===== src/lts_pkg.sv =====
// ----------------------------------------------------------------------------
// Lottery ticket scheduler package
// Shared field widths, request and result codes, controller/datapath structs.
// ----------------------------------------------------------------------------
package lts_pkg;

  localparam int unsigned CMD_W = 2;
  localparam int unsigned PID_W = 16;
  localparam int unsigned CNT_W = 13;
  localparam int unsigned TKT_W = 12;
  localparam int unsigned ST_W  = 2;

  typedef enum logic [CMD_W-1:0] {
    CMD_TAKE = 2'd0,
    CMD_FREE = 2'd1,
    CMD_DRAW = 2'd2
  } cmd_e;

  typedef enum logic [ST_W-1:0] {
    ST_OK     = 2'd0,
    ST_NOROOM = 2'd1,
    ST_MISS   = 2'd2
  } status_e;

  typedef struct packed {
    logic accept;
    logic step;
    logic load;
  } ctl_cmd_t;

  typedef struct packed {
    logic loop_start;
    logic last;
    logic out_free;
  } dp_stat_t;

endpackage


===== src/lts_ctrl.sv =====
// ----------------------------------------------------------------------------
// Lottery ticket scheduler controller
// Sequences request accept, the per-ticket write loop and result hand-off.
// ----------------------------------------------------------------------------
module lts_ctrl (
  input  logic              clk_i,
  input  logic              rst_ni,
  input  logic              in_valid_i,
  output logic              in_ready_o,
  input  lts_pkg::dp_stat_t stat_i,
  output lts_pkg::ctl_cmd_t cmd_o
);

  localparam logic [1:0] S_IDLE = 2'd0;
  localparam logic [1:0] S_LOOP = 2'd1;
  localparam logic [1:0] S_FIN  = 2'd2;

  logic [1:0] state_q, state_d;

  always_ff @(posedge clk_i or negedge rst_ni) begin
    if (!rst_ni) begin
      state_q <= S_IDLE;
    end else begin
      state_q <= state_d;
    end
  end

  always_comb begin
    state_d = state_q;
    unique case (state_q)
      S_IDLE: begin
        if (in_valid_i) begin
          state_d = stat_i.loop_start ? S_LOOP : S_FIN;
        end
      end
      S_LOOP: begin
        if (stat_i.last) begin
          state_d = S_FIN;
        end
      end
      S_FIN: begin
        if (stat_i.out_free) begin
          state_d = S_IDLE;
        end
      end
      default: begin
        state_d = S_IDLE;
      end
    endcase
  end

  assign in_ready_o   = (state_q == S_IDLE);
  assign cmd_o.accept = (state_q == S_IDLE) && in_valid_i;
  assign cmd_o.step   = (state_q == S_LOOP);
  assign cmd_o.load   = (state_q == S_FIN) && stat_i.out_free;

endmodule


===== config.mk =====
export PLATFORM = sky130hd
export DESIGN_NAME = lts_ctrl
export DESIGN_NICKNAME = d
export VERILOG_FILES = /design/src/lts_pkg.sv /design/src/lts_ctrl.sv
export SDC_FILE = /design/constraint.sdc
export NUM_CORES = 1
export LEC_CHECK = 0
export CORE_AREA = 2 2 39 41
export CTS_CLUSTER_SIZE = 24
export DETAILED_ROUTE_END_ITERATION = 8
export DIE_AREA = 0 0 41 43
export DONT_BUFFER_PORTS = 1
export PLACE_DENSITY = 0.3
export SLEW_MARGIN = 10
export SYNTH_ARGS = -nofsm -noshare
export SYNTH_HDL_FRONTEND = slang
export SYNTH_SLANG_ARGS = --single-unit

===== constraint.sdc =====
create_clock -name clk_i -period 1.4 [get_ports clk_i]
set_clock_uncertainty 0.05 [all_clocks]
set_input_delay 0.35 -clock clk_i [delete_from_list [all_inputs] [get_ports clk_i]]
set_output_delay 0.35 -clock clk_i [all_outputs]
set_load 0.02 [all_outputs]

==> results.ini <==
[flow_run]
drv_cap=0

[finish]
top_register=state_q
n_antenna_cell=0
final_layout_size_suffix_gt1_share_pct=60.00
syn_to_final_growth_pct=65.35
num-nets-final=28
multi_input_area_sq_um=81.33
layout.cells.non_filler=36
final_util_pct=15.10
fill_cells=161
seq_area_sq_um=52.55
largest_reg_flops=2
largestRegisters=state_q: 2 flops

[synth]
syn_nets=19
synthArstFlopShare_pct=100.0
syn_area_per_cell_sq_um=9.721
synth_top_area_share_pct=39.60
ys_ff_latch=2
synth_area_leader_cell=dfrtp_1
yosys-top-cells-area=dfrtp_1, a21oi_1, and3b_2
yosysWarnings=0
synth_cells=13
synth_edf_count=0
yosysUniqueCellTypes=11
synth_ff_type=dfrtp_1
synth_area_sq_um=126.4
yosysSeqAreaShare_pct=39.60
synth_common_cells=a21oi_1, dfrtp_1

[place]
place.port_buffers=0
dp_cells=31
place.gp.congestion=0.6634

[critical_path]
cp_slowest_stage_delay_ns=0.43
crit_slowest_cell=dfrtp_2
cp_max_fo=5
path_cells=nor2_2, and2_4
cp-end-kind=output pin
cp-start-kind=flip-flop
worst-setup-path-type=flip-flop to output pin
cp.required_ns=1.00
cp.arrival_ns=0.98

[power_and_ir_drop]
p_clk_share_pct=28.3
power_density_nw_per_um2=2200
comb_power_share_pct=45.7
p_seq_share_pct=26.0
p_int_uw=285.6
vdd_drop_max_uv=268.7
total_leakage_power_nw=0.08446
p_sw_share_pct=37.87
p_switching_uw=174.1

[route]
ant_nets=0
drt_first_pass_iters=1
route.met2.wl_um=192
drc=0
detail_route.wirelength_um=322
top_layer=met3
wl_met3_um=35
vias=120
viasPerCell=3.333
wl_met1_um=93
wire_per_inst_um=8.944
drtIter0Drc=0

[clock_network]
clkTransAtPathRegs_ns=0.03
clock_sinks=2
ctsHtreeMaxLevel=1
clockRootBuffer=clkbuf_4
cts_buffers=3
cts_tree=yes
cts_buffer_depth=2
clock_latency_ns=0.23

[global_route]
grt_max_degree=9
grt_pass1_wl_um=400
grt_pass1_vias=131
antenna_found_initial=0
gr-total-overflow=0
grtUsageTotal_pct=4.518

[sta]
fin_crit_sh_pct=98.32
fmax_ghz=0.7265
finalMaxSlewViolations=0
layout_min_cycle_time_ns=1.376
finalHoldViolations=0
max-slew-margin-rel_pct=89.93
timing.setup.tns_ns=0
worst_slew_pin_slew_ns=0.1510
finalSetupViolCount=0

[status]
run_status=finished clean

[die]
die_y_um=43
initial_utilization_pct=9.132
die_x_um=41
core_sq_um=1384
io_pins=10
rows=14
die_area_sq_um=1763

[hold_path]
hp-class=primary input to flip-flop

==> cell usage in the layout, fill, tap and decap left out, drive strengths merged <==
master	count
or2b	1
buf	3
dfrtp	2
a21oi	3
and3b	1
nand3b	1
clkbuf	3
or3b	1
nor2	1
and2	1
dlygate4sd3	1
o21a	1
nor2b	1
==> what timing repair did <==
item	in CTS	in global routing
buffers inserted	0	1
gates cloned	0	0
endpoints found under the setup margin	1	1
endpoints found under the hold margin	2	0
pin swaps	1	1
hold buffers	1	0
gates resized for setup	3	1
==> through the flow <==
step / area, sq um / hold slack (ns) / power, mW / worst slack [ns]
after floorplan: 128.9 / 0.004409 / 0.2415 / 0.07325
after global placement: 163.9 / 0.004481 / 0.2921 / 0.1980
after detailed placement: 163.9 / 0.004481 / 0.2917 / 0.1923
after CTS: 200.2 / 0.2367 / 0.4387 / 0.01032
after global routing: 209.0 / 0.2351 / 0.4839 / -0.005781
final: 209.0 / 0.2315 / 0.4596 / 0.02357
==> worst paths after layout <==
path	startpoint	to	slack [ns]	cells past startpoint
worst min register to register	state_q[1]$_DFFE_PN0P_	state_q[0]$_DFFE_PN0P_	0.54	2
worst max-delay path	state_q[1]$_DFFE_PN0P_	cmd_o[2]	0.02	2
min in group asynchronous	rst_ni	state_q[1]$_DFFE_PN0P_	0.31	1
max in group asynchronous	rst_ni	state_q[0]$_DFFE_PN0P_	0.86	1
worst max register to register	state_q[0]$_DFFE_PN0P_	state_q[1]$_DFFE_PN0P_	0.33	2
worst min-delay path	stat_i[2]	state_q[0]$_DFFE_PN0P_	0.23	2
==> metal layers <==
layer	vias to the layer above	global-route usage, %
met4	0	10.00
met3	0	4.188
met1	55	1.929
li1	61	-
met5	-	0
met2	4	5.000
==> power groups by stage <==
stage / clock (mW) / combinational, mW / sequential (mW)
floorplan: 0 / 0.133 / 0.109
global route: 0.139 / 0.219 / 0.126
detailed placement: 0 / 0.174 / 0.117
global placement: 0 / 0.175 / 0.117
CTS: 0.136 / 0.184 / 0.118
finish: 0.130 / 0.210 / 0.119
==> logic make-up after synthesis <==
family          after synthesis  share of synthesized area [%]
compound gates                4                          20.80
flops                         2                          39.61
simple gates                  7                          39.61
==> cell type report <==
cell class / count / area share (%)
flip-flops and latches: 2 / 25.15
clock buffers: 3 / 10.78
well taps: 16 / 9.581
repair buffers: 4 / 15.57
multi-input cells: 11 / 38.92
==> critical path, delay by kind of cell, from the launching register on <==
| family | cells | cell delay [ns] |
|---|---|---|
| flops | 1 | 0.43 |
| simple gates | 2 | 0.33 |
Power figures use the tool's default switching activity.
